[src/sv/fia_pkg.sv]
// ----------------------------------------------------------------------------
// fia_pkg
// shared constants for the frame interval averager: command codes, field
// widths and register reset values
// ----------------------------------------------------------------------------
package fia_pkg;

  localparam int unsigned TS_W   = 48;
  localparam int unsigned AVG_W  = 32;
  localparam int unsigned RATE_W = 16;
  localparam int unsigned FUNC_W = 2;
  localparam int unsigned TPS_W  = 32;

  localparam logic [FUNC_W-1:0] FUNC_TICK  = 2'd0;
  localparam logic [FUNC_W-1:0] FUNC_START = 2'd1;
  localparam logic [FUNC_W-1:0] FUNC_STOP  = 2'd2;
  localparam logic [FUNC_W-1:0] FUNC_RESET = 2'd3;

  localparam logic [TPS_W-1:0] TPS_RESET = 32'd10000000;

endpackage

[src/sv/fia_ram.sv]
// ----------------------------------------------------------------------------
// fia_ram
// generic single-write, single-read ram with registered read data
// ----------------------------------------------------------------------------
module fia_ram #(
  parameter int unsigned Width = 32,
  parameter int unsigned Depth = 64,
  localparam int unsigned AddrW = (Depth > 1) ? $clog2(Depth) : 1
) (
  input  logic             clk_i,
  input  logic             we_i,
  input  logic [AddrW-1:0] waddr_i,
  input  logic [Width-1:0] wdata_i,
  input  logic [AddrW-1:0] raddr_i,
  output logic [Width-1:0] rdata_o
);

  logic [Width-1:0] mem_q [Depth];
  logic [Width-1:0] rdata_q;

  always_ff @(posedge clk_i) begin
    if (we_i) begin
      mem_q[waddr_i] <= wdata_i;
    end
    rdata_q <= mem_q[raddr_i];
  end

  assign rdata_o = rdata_q;

endmodule

[src/sv/frame_interval_averager.sv]
// ----------------------------------------------------------------------------
// frame_interval_averager
// frame timer: windowed mean frame interval, frame rate and run time
// ----------------------------------------------------------------------------
// input transaction: tuser carries the command (tick, start, stop, reset),
// tdata the 48-bit timestamp of a free-running counter. every input
// transaction gives exactly one output transaction with the mean interval,
// the latched frame rate, the run time with paused time removed and the
// paused flag. the user must write ticks_per_second through cfg_we_i /
// cfg_wdata_i only while the block is idle; the block does not enforce it.
// a running tick passes through cmd, diff, gate, update and divset, then the
// bit-serial divider that forms sum / fill one quotient bit a cycle, then
// total and out; a tick that leaves the window empty skips the divider.
// start, stop, reset and a tick while paused go from cmd straight to total
// and out. the sequencer works on one transaction at a time: tready is low
// from acceptance until its result is in the output register, so no new
// transaction is accepted while one is in flight.
// a stalled receiver holds the result in the output register and the next
// transaction is accepted meanwhile; its result waits until that one is
// taken. rst_ni returns to running with all times, counts and the average
// at zero and ticks_per_second at 10000000.
// ----------------------------------------------------------------------------
module frame_interval_averager #(
  parameter int unsigned WINDOW_DEPTH = 64
) (
  input  logic         clk_i,
  input  logic         rst_ni,
  input  logic         cfg_we_i,
  input  logic [31:0]  cfg_wdata_i,
  input  logic         s_axis_tvalid_i,
  output logic         s_axis_tready_o,
  input  logic [47:0]  s_axis_tdata_i,   // timestamp
  input  logic [1:0]   s_axis_tuser_i,   // func
  output logic         m_axis_tvalid_o,
  input  logic         m_axis_tready_i,
  output logic [95:0]  m_axis_tdata_o,   // avg_interval, frame_rate, total_time
  output logic         m_axis_tuser_o    // is_stopped
);
  import fia_pkg::*;

  localparam int unsigned FILL_W = $clog2(WINDOW_DEPTH + 1);
  localparam int unsigned HEAD_W = (WINDOW_DEPTH > 1) ? $clog2(WINDOW_DEPTH) : 1;
  localparam int unsigned SUM_W  = AVG_W + FILL_W;
  localparam int unsigned CNT_W  = $clog2(SUM_W + 1);

  localparam logic [FILL_W-1:0] FILL_FULL = FILL_W'(WINDOW_DEPTH);
  localparam logic [HEAD_W-1:0] HEAD_LAST = HEAD_W'(WINDOW_DEPTH - 1);
  localparam logic [CNT_W-1:0]  CNT_LAST  = CNT_W'(SUM_W - 1);
  localparam logic [RATE_W-1:0] RATE_MAX  = '1;

  localparam logic [3:0] S_IDLE   = 4'd0;
  localparam logic [3:0] S_CMD    = 4'd1;
  localparam logic [3:0] S_DIFF   = 4'd2;
  localparam logic [3:0] S_GATE   = 4'd3;
  localparam logic [3:0] S_UPDATE = 4'd4;
  localparam logic [3:0] S_DIVSET = 4'd5;
  localparam logic [3:0] S_DIV    = 4'd6;
  localparam logic [3:0] S_TOTAL  = 4'd7;
  localparam logic [3:0] S_OUT    = 4'd8;

  logic [3:0] state_q, state_d;

  logic [TPS_W-1:0]  tps_q;
  logic [FUNC_W-1:0] func_q;
  logic [TS_W-1:0]   ts_q;

  logic [TS_W-1:0]   last_q, cur_q, base_q, paused_q, stop_q;
  logic              stopped_q;
  logic [FILL_W-1:0] fill_q;
  logic [HEAD_W-1:0] head_q;
  logic [SUM_W-1:0]  sum_q;
  logic [AVG_W-1:0]  avg_q;
  logic [RATE_W-1:0] frames_q, latched_q;
  logic [TS_W-1:0]   accum_q;

  logic [TS_W-1:0]   interval_q, diff_q, tot_q;
  logic              pass_q;
  logic [AVG_W-1:0]  stored_q, old_q;
  logic [FILL_W-1:0] rem_q;
  logic [SUM_W-1:0]  quo_q;
  logic [CNT_W-1:0]  cnt_q;

  logic              m_valid_q;
  logic [AVG_W-1:0]  avg_out_q;
  logic [RATE_W-1:0] rate_out_q;
  logic [TS_W-1:0]   tot_out_q;
  logic              stop_out_q;

  logic [AVG_W-1:0]  ram_rdata;
  logic              ram_we;

  logic              in_fire, out_free;
  logic [TS_W:0]     accum_sum;
  logic [TS_W-1:0]   interval_ext_avg;
  logic [RATE_W-1:0] frames_inc;
  logic [FILL_W:0]   rem_sh;
  logic              div_ge;
  logic [FILL_W:0]   rem_sub;
  logic [SUM_W-1:0]  quo_next;
  logic [AVG_W-1:0]  quo_sat;

  fia_ram #(
    .Width (AVG_W),
    .Depth (WINDOW_DEPTH)
  ) u_window (
    .clk_i   (clk_i),
    .we_i    (ram_we),
    .waddr_i (head_q),
    .wdata_i (stored_q),
    .raddr_i (head_q),
    .rdata_o (ram_rdata)
  );

  assign s_axis_tready_o = (state_q == S_IDLE);
  assign in_fire  = s_axis_tvalid_i && s_axis_tready_o;
  assign out_free = !m_valid_q || m_axis_tready_i;
  assign ram_we   = (state_q == S_UPDATE) && pass_q;

  assign accum_sum        = {1'b0, accum_q} + {1'b0, interval_q};
  assign interval_ext_avg = {{(TS_W-AVG_W){1'b0}}, avg_q};
  assign frames_inc       = (frames_q == RATE_MAX) ? RATE_MAX : frames_q + 1'b1;

  assign rem_sh   = {rem_q, quo_q[SUM_W-1]};
  assign div_ge   = rem_sh >= {1'b0, fill_q};
  assign rem_sub  = rem_sh - {1'b0, fill_q};
  assign quo_next = {quo_q[SUM_W-2:0], div_ge};
  assign quo_sat  = (|quo_next[SUM_W-1:AVG_W]) ? '1 : quo_next[AVG_W-1:0];

  always_comb begin
    state_d = state_q;
    case (state_q)
      S_IDLE:   if (in_fire) state_d = S_CMD;
      S_CMD: begin
        if (func_q == FUNC_TICK && !stopped_q) begin
          state_d = S_DIFF;
        end else begin
          state_d = S_TOTAL;
        end
      end
      S_DIFF:   state_d = S_GATE;
      S_GATE:   state_d = S_UPDATE;
      S_UPDATE: state_d = S_DIVSET;
      S_DIVSET: state_d = (fill_q == '0) ? S_TOTAL : S_DIV;
      S_DIV:    if (cnt_q == CNT_LAST) state_d = S_TOTAL;
      S_TOTAL:  state_d = S_OUT;
      S_OUT:    if (out_free) state_d = S_IDLE;
      default:  state_d = S_IDLE;
    endcase
  end

  // sequencer and block state
  always_ff @(posedge clk_i or negedge rst_ni) begin
    if (!rst_ni) begin
      state_q   <= S_IDLE;
      tps_q     <= TPS_RESET;
      last_q    <= '0;
      cur_q     <= '0;
      base_q    <= '0;
      paused_q  <= '0;
      stop_q    <= '0;
      stopped_q <= 1'b0;
      fill_q    <= '0;
      head_q    <= '0;
      sum_q     <= '0;
      avg_q     <= '0;
      frames_q  <= '0;
      latched_q <= '0;
      accum_q   <= '0;
    end else begin
      state_q <= state_d;
      if (cfg_we_i) begin
        tps_q <= cfg_wdata_i;
      end
      case (state_q)
        S_CMD: begin
          case (func_q)
            FUNC_TICK: begin
              if (stopped_q) begin
                avg_q <= '0;
              end else begin
                cur_q  <= ts_q;
                last_q <= ts_q;
              end
            end
            FUNC_START: begin
              if (stopped_q) begin
                paused_q  <= paused_q + (ts_q - stop_q);
                last_q    <= ts_q;
                cur_q     <= ts_q;
                stop_q    <= '0;
                stopped_q <= 1'b0;
              end
            end
            FUNC_STOP: begin
              if (!stopped_q) begin
                stop_q    <= ts_q;
                stopped_q <= 1'b1;
              end
            end
            default: begin
              base_q    <= ts_q;
              last_q    <= ts_q;
              cur_q     <= ts_q;
              stop_q    <= '0;
              paused_q  <= '0;
              stopped_q <= 1'b0;
            end
          endcase
        end
        S_DIFF: begin
          accum_q <= accum_sum[TS_W] ? '1 : accum_sum[TS_W-1:0];
        end
        S_GATE: begin
          if (accum_q > {{(TS_W-TPS_W){1'b0}}, tps_q}) begin
            latched_q <= frames_inc;
            frames_q  <= '0;
            accum_q   <= '0;
          end else begin
            frames_q <= frames_inc;
          end
        end
        S_UPDATE: begin
          if (pass_q) begin
            sum_q  <= sum_q - {{FILL_W{1'b0}}, old_q} + {{FILL_W{1'b0}}, stored_q};
            head_q <= (head_q == HEAD_LAST) ? '0 : head_q + 1'b1;
            if (fill_q != FILL_FULL) begin
              fill_q <= fill_q + 1'b1;
            end
          end
        end
        S_DIVSET: begin
          if (fill_q == '0) begin
            avg_q <= '0;
          end
        end
        S_DIV: begin
          if (cnt_q == CNT_LAST) begin
            avg_q <= quo_sat;
          end
        end
        default: begin
        end
      endcase
    end
  end

  // working registers of the datapath and the divider
  always_ff @(posedge clk_i) begin
    if (in_fire) begin
      func_q <= s_axis_tuser_i;
      ts_q   <= s_axis_tdata_i;
    end
    case (state_q)
      S_CMD: begin
        interval_q <= ts_q - last_q;
      end
      S_DIFF: begin
        diff_q <= (interval_q >= interval_ext_avg) ? interval_q - interval_ext_avg
                                                   : interval_ext_avg - interval_q;
      end
      S_GATE: begin
        pass_q   <= diff_q < {{(TS_W-TPS_W){1'b0}}, tps_q};
        stored_q <= (|interval_q[TS_W-1:AVG_W]) ? '1 : interval_q[AVG_W-1:0];
        old_q    <= (fill_q == FILL_FULL) ? ram_rdata : '0;
      end
      S_DIVSET: begin
        rem_q <= '0;
        quo_q <= sum_q;
        cnt_q <= '0;
      end
      S_DIV: begin
        rem_q <= div_ge ? rem_sub[FILL_W-1:0] : rem_sh[FILL_W-1:0];
        quo_q <= quo_next;
        cnt_q <= cnt_q + 1'b1;
      end
      S_TOTAL: begin
        tot_q <= (stopped_q ? stop_q : cur_q) - paused_q;
      end
      default: begin
      end
    endcase
  end

  // output register
  always_ff @(posedge clk_i or negedge rst_ni) begin
    if (!rst_ni) begin
      m_valid_q <= 1'b0;
    end else if (state_q == S_OUT && out_free) begin
      m_valid_q <= 1'b1;
    end else if (m_axis_tready_i) begin
      m_valid_q <= 1'b0;
    end
  end

  always_ff @(posedge clk_i) begin
    if (state_q == S_OUT && out_free) begin
      avg_out_q  <= stopped_q ? '0 : avg_q;
      rate_out_q <= latched_q;
      tot_out_q  <= tot_q - base_q;
      stop_out_q <= stopped_q;
    end
  end

  assign m_axis_tvalid_o = m_valid_q;
  assign m_axis_tdata_o  = {tot_out_q, rate_out_q, avg_out_q};
  assign m_axis_tuser_o  = stop_out_q;

  a_fill_bound : assert property (@(posedge clk_i) disable iff (!rst_ni)
    fill_q <= FILL_FULL)
    else $error("window fill beyond depth");

  a_head_bound : assert property (@(posedge clk_i) disable iff (!rst_ni)
    head_q <= HEAD_LAST)
    else $error("window head beyond depth");

  a_div_count : assert property (@(posedge clk_i) disable iff (!rst_ni)
    state_q == S_DIV |-> cnt_q <= CNT_LAST)
    else $error("divider ran past its last step");

  a_paused_avg : assert property (@(posedge clk_i) disable iff (!rst_ni)
    m_valid_q && stop_out_q |-> avg_out_q == '0)
    else $error("nonzero average while paused");

  a_no_accept_busy : assert property (@(posedge clk_i) disable iff (!rst_ni)
    in_fire |=> !s_axis_tready_o)
    else $error("transaction accepted while busy");

endmodule
[config.mk]
export PLATFORM = sky130hd
export DESIGN_NAME = frame_interval_averager
export DESIGN_NICKNAME = d
export VERILOG_FILES = /design/src/sv/fia_pkg.sv /design/src/sv/fia_ram.sv /design/src/sv/frame_interval_averager.sv
export SDC_FILE = /design/constraint.sdc
export NUM_CORES = 2
export LEC_CHECK = 0
export ABC_AREA = 1
export BUFFER_PORTS_ARGS = -buffer_cell sky130_fd_sc_hd__buf_2
export CORE_MARGIN = 1
export CORE_UTILIZATION = 43
export DETAILED_ROUTE_END_ITERATION = 10
export MAX_ROUTING_LAYER = met4
export PLACE_DENSITY = 0.69
export SYNTH_ARGS = -nofsm -noshare
export SYNTH_HDL_FRONTEND = slang
export SYNTH_SLANG_ARGS = --single-unit
[constraint.sdc]
create_clock -name clk_i -period 6.2 [get_ports clk_i]
set_clock_uncertainty 0.1 [all_clocks]
set_input_delay 0.93 -clock clk_i [delete_from_list [all_inputs] [get_ports clk_i]]
set_output_delay 0.93 -clock clk_i [all_outputs]
set_load 0.01 [all_outputs]
==> Yosys cells after proc, flatten, opt, wreduce, memory -nomap -nowiden <==
Memory sizes are Yosys's and may differ from the RTL's. A register that Yosys moved wholly into a read port is not among the register bits.
Cells that the tools add are included.
{ "word_totals": {"elab_cells": 143, "ff_bits": 802, "n_memories": 1, "input_bits": 87, "output_inout_bits": 99, "ramBits": 2048} }
{ "mem_list": {"columns": ["name", "depth", "width", "rd", "rd_ports_with_merged_regs", "wr", "line_no", "rtl"], "rows": [
  ["u_window.mem_q", 64, 32, 1, 1, 1, "fia_ram.sv:18", "logic [Width-1:0] mem_q [Depth];"]
]} }
{ "op_classes": {"bitwise_logic": 4, "add_sub_neg": 15, "n_mux": 36, "order_cmp": 4, "reduce_logical": 29, "eq_ne": 24} }
{ "ops": {"columns": ["operator", "n"], "rows": [
  ["48-bit two-way mux", 8],
  ["48-bit one-hot mux with 3 select lines", 2],
  ["48-bit one-hot mux with 2 select lines", 2],
  ["48-bit subtractor", 4],
  ["32-bit two-way mux", 5],
  ["32-bit one-hot mux with 3 select lines", 1],
  ["39-bit one-hot mux with 2 select lines", 1],
  ["48-bit by 48-bit adder with 49-bit output", 1],
  ["48-bit adder", 1],
  ["48-bit by 32-bit >= comparator with 1-bit output", 1],
  ["48-bit by 32-bit greater-than comparator with 1-bit output", 1],
  ["48-bit by 32-bit < comparator with 1-bit output", 1],
  ["32-bit by 48-bit subtractor with 48-bit output", 1],
  ["48-bit by 32-bit subtractor with 48-bit output", 1],
  ["39-bit by 32-bit adder with 39-bit output", 1],
  ["39-bit by 32-bit subtractor with 39-bit output", 1],
  ["4-bit one-hot mux with 9 select lines", 1],
  ["16-bit two-way mux", 2],
  ["16-bit by 1-bit adder with 16-bit output (second input constant)", 1],
  ["16-bit equality test (second input constant)", 1],
  ["4-bit by 3-bit equality test with 1-bit output (second input constant)", 4],
  ["2-bit != test (second input constant)", 8],
  ["16-bit OR reduction", 1],
  ["7-bit one-hot mux with 2 select lines", 1],
  ["other kinds (35)", 61]
]} }

==> Logic depth before layout (Yosys ltp) <==
{ "depth": {"ltp_word": 4, "mapped_depth": 19, "depth_no_buf": 18} }

==> Modules after synthesis <==
From an unflattened synthesis, not the netlist that was laid out.
{ "hier_totals": {"hier_cells": 15268, "hier_area_um2": 143184.8} }
{ "by_module_without_submodules": {"columns": ["mod", "seq_area_each_um2", "area_each_um2", "cells_per_inst", "n_inst"], "rows": [
  ["fia_ram", 62139.6, 82738.1, 6769, 1],
  ["frame_interval_averager", 22121.2, 60446.7, 8499, 1]
]} }

==> Worst setup path before layout <==
OpenSTA, ideal clock, no wires.
{ "synth_path": {"path_type": "in2reg", "start": "input port m_axis_tready_i", "end": "register avg_out_q[0] (enable)", "path_stages": 2, "t_required_ps": 5547, "n_path_buf": 0, "arrival_time_ps": 5018, "setup_time_ps": 553, "setup_slack_ps": 529, "cell_sequence": "nor2_1 -> nor2_1"} }
{ "synth_between": {"elab_chain_cells": 2} }
{ "synth_lines": {"columns": ["item", "line_no", "rtl"], "rows": [
  ["start, declared", "frame_interval_averager.sv:35", "input logic m_axis_tready_i,"],
  ["1-bit logical OR", "frame_interval_averager.sv:116", "assign out_free = !m_valid_q || m_axis_tready_i;"],
  ["1-bit logical AND", "frame_interval_averager.sv:296", "if (state_q == S_OUT && out_free) begin"],
  ["end signal, assigned", "frame_interval_averager.sv:297", "avg_out_q <= stopped_q ? '0 : avg_q;"],
  ["end, declared", "frame_interval_averager.sv:84", "logic [AVG_W-1:0] avg_out_q;"]
]} }
Every way passes these cells.
A chain may end at the register's enable or synchronous reset.

==> Worst setup path after layout <==
{ "layout_path": {"start": "register head_q[0]", "end": "memory u_window.mem_q[28][28] (enable)"} }
{ "layout_lines": {"columns": ["item", "line_no", "rtl"], "rows": [
  ["start, declared", "frame_interval_averager.sv:70", "logic [HEAD_W-1:0] head_q;"],
  ["start signal, assigned", "frame_interval_averager.sv:225", "head_q <= (head_q == HEAD_LAST) ? '0 : head_q + 1'b1;"],
  ["end, declared", "fia_ram.sv:18", null]
]} }
No word-level cell before the write port.

==> flow_summary.json <==
{
  "tightest_slew_ps": 1310,
  "synth_top_area_share_pct": 53.6,
  "design_area_um2": 153000,
  "p_total_mw": 82.3,
  "fin_crit_sh_pct": 67.8,
  "setup_tns_ps": 0,
  "grt_pass1_wl_um": 661000,
  "leakage_nw": 55.6,
  "routabilityCongestion": 1.02,
  "clock_latency_ps": 950,
  "hold_class": "in -> reg",
  "final_cells": 18300,
  "syn_nets": 14200,
  "clk_path_buf_depth": 4,
  "start_util_pct": 43.2,
  "clock-sinks": 2882,
  "cp_num_cells": 6,
  "grt_start_max_net_pins": 126,
  "setup_ws_ps": 1990,
  "worstPathCellList": "inv_2 > nand3_4 > inv_8 > nand2_1 > nor2_4 > buf_4",
  "layout_commonest_cell": "nand2_1",
  "synth-async-reset-ratio_pct": 13.7,
  "fin_crit_ps": 4210,
  "slew_viol_final": 0,
  "place_ws_ps": 2110,
  "postCtsResizedCells": 0,
  "clock_power_share_pct": 21.8,
  "p_int_mw": 45.2,
  "cts_tree": "yes",
  "cp_slowest_cell": "nor2_4",
  "yosysSeqAreaShare_pct": 61.3,
  "routed_wl_um": 460000,
  "status": "finished, final reports clean",
  "hold_path_depth": 1,
  "clockRootBuffer": "clkbuf_16",
  "grt_usage_pct": 28.8,
  "maxCapViolations": 0,
  "synth-seq-cells": 2882,
  "io_pins": 186,
  "synth_warnings": 0,
  "rsz0062_at_grt": "false",
  "vias_per_cell": 5.61,
  "synthCells": 13600,
  "cp-end-kind": "register",
  "drt_iter0_markers": 12700,
  "critPathRequiredTime_ps": 6660,
  "hpwl_um": 317000,
  "antenna_found_initial": 19,
  "ys_top_cells_by_area": "edfxtp_1 (54%), nand2_1 (11%), dfrtp_1 (7.0%)",
  "critical_path_class": "reg -> reg",
  "cp_num_buf_inv": 3,
  "p_comb_share_pct": 47.4,
  "drive_gt1_share_pct": 6.60,
  "first_pass_iters": 6,
  "path_max_fanout": 84,
  "synth_edf_count": 2456,
  "switching_share_pct": 45.1,
  "nets": 14500,
  "dp_cells": 17700,
  "place_area_um2": 144000,
  "cts_made_buffers": 304,
  "final_cell_mix": "nand2_1 (3846), edfxtp_1 (2456), inv_1 (1744)",
  "fmax_ghz": 0.238,
  "die_height_um": 568,
  "powerDensity_nw_per_um2": 536,
  "htreeDepth": 5,
  "vias": 103000,
  "final_antenna_net_count": 0,
  "yosys.area.top_type": "edfxtp_1",
  "die-area_um2": 322000,
  "start_kind": "register",
  "gr-total-overflow": 0,
  "synth-main-ff-cell": "edfxtp_1",
  "die_x_um": 568,
  "cts_setup_buffers": 0,
  "grt_pass1_vias": 96800,
  "syn_to_final_growth_pct": 11.6,
  "setup_violations": 0,
  "seqPwrFrac_pct": 30.8,
  "synth_cell_types": 64,
  "syn_avg_cell_area_um2": 10.1,
  "critical-path-max-stage-delay_ps": 960,
  "cp.arrival_ps": 4660,
  "peakVddDrop_mv": 0.419,
  "finalHoldViolCount": 0,
  "critPathTopFamily": "simple AND/OR/NAND/NOR gates",
  "timing.slew.headroom_pct": 12.2,
  "net-switching-power_mw": 37.2,
  "reg2regPathDepth": 6,
  "rows": 207,
  "io_buffers": 185,
  "routedWlPerCell_um": 25.2,
  "fp.coreArea_um2": 318000,
  "fillCellCount": 28900,
  "clk_pin_slew_ps": 60,
  "syn_area_um2": 138000,
  "drc": 0
}
## power by group through the flow
stage,Combinational [mW],Clock [mW],Sequential (mW)
after floorplan,25.4,0,24.7
after global placement,37.9,0,25.7
after detailed placement,38.0,0,25.7
after CTS,38.2,18.1,25.3
after global routing,42.7,18.8,25.5
final,39.0,18.0,25.4
## timing repair
| item | CTS | global route |
|---|---|---|
| endpoints found under the hold margin | 62 | 0 |
| hold buffers | 1 | 0 |
| setup endpoints to repair | 0 | 0 |
## logic make-up (layout without fill, tap and decap cells)
| kind of cell | after synthesis | in the layout | share of synthesized area, % |
|---|---|---|---|
| and+or+nand+nor | 5870 | 5870 | 17.3 |
| other | 0 | 7 | 0 |
| DFF | 2882 | 2882 | 61.3 |
| buffers and inverters | 2168 | 2668 | 6.23 |
| xor gates and xnor gates | 214 | 214 | 1.36 |
| adders and majority gates | 502 | 502 | 5.04 |
| AOI/OAI and AO/OA | 1968 | 1968 | 8.75 |
## layer usage
metal	routed length [um]	vias to the layer above	global-route usage, %
li1	-	46600	-
met1	189000	49900	39.1
met2	205000	5234	43.2
met3	46200	800	4.88
met4	19500	0	10.7
met5	0	-	-
## synthesized netlist by cell type (31+ instances only)
master	count
a21oi_1	500
a22o_1	146
a22oi_1	292
a41oi_1	31
buf_2	219
clkbuf_1	130
dfrtp_1	386
dfxtp_1	32
edfxtp_1	2456
fa_1	86
ha_1	416
inv_1	1745
nand2_1	3848
nand3_1	482
nand4_1	286
nor2_1	1070
nor3_1	77
o2111ai_1	74
o21ai_0	638
o21ai_1	53
o21bai_1	39
o22ai_1	67
xnor2_1	55
xor2_1	159
## state kept, by name (all words and copies together) (netlist names), 39 cells and up
name and cells:
paused_q 48, sum_q 39, tot_out_q 48, stop_q 48, base_q 48, interval_q 48
tot_q 48, u_window.mem_q 2048, diff_q 48, cur_q 48, accum_q 48, ts_q 48
quo_q 39
## cell type report
type | instances | area (um2) | share of cell area (%)
sequential | 2882 | 84300 | 54.9
multi-input combinational | 8554 | 45300 | 29.5
clock buffer | 400 | 8190 | 5.34
inverter | 1771 | 6700 | 4.36
tap | 4180 | 5230 | 3.41
timing repair buffer | 350 | 2340 | 1.52
clock inverter | 147 | 1460 | 0.952
antenna | 7 | 17.5 | 0.0114
## worst paths after layout
| path | start | to | slack (ps) |
|---|---|---|---|
| worst max-delay path | head_q[0] | u_window.mem_q[28][28] | 1990 |
| worst min-delay path | s_axis_tdata_i[1] | ts_q[1] | 120 |
| worst max register to register | head_q[0] | u_window.mem_q[28][28] | 1990 |
| worst min register to register | latched_q[8] | rate_out_q[8] | 340 |
| max in group asynchronous | rst_ni | head_q[5] | 4210 |
| min in group asynchronous | rst_ni | accum_q[44] | 500 |
## per-stage QoR
step | hold slack, ps | util [%]
6_report | 123 | 48.3
5_1_grt | 98.1 | 48.3
4_1_cts | 75.1 | 48.3
3_5_place_dp | 331 | 45.2
3_3_place_gp | 335 | 45.2
2_1_floorplan | 325 | -
Power figures use the tool's default switching activity.
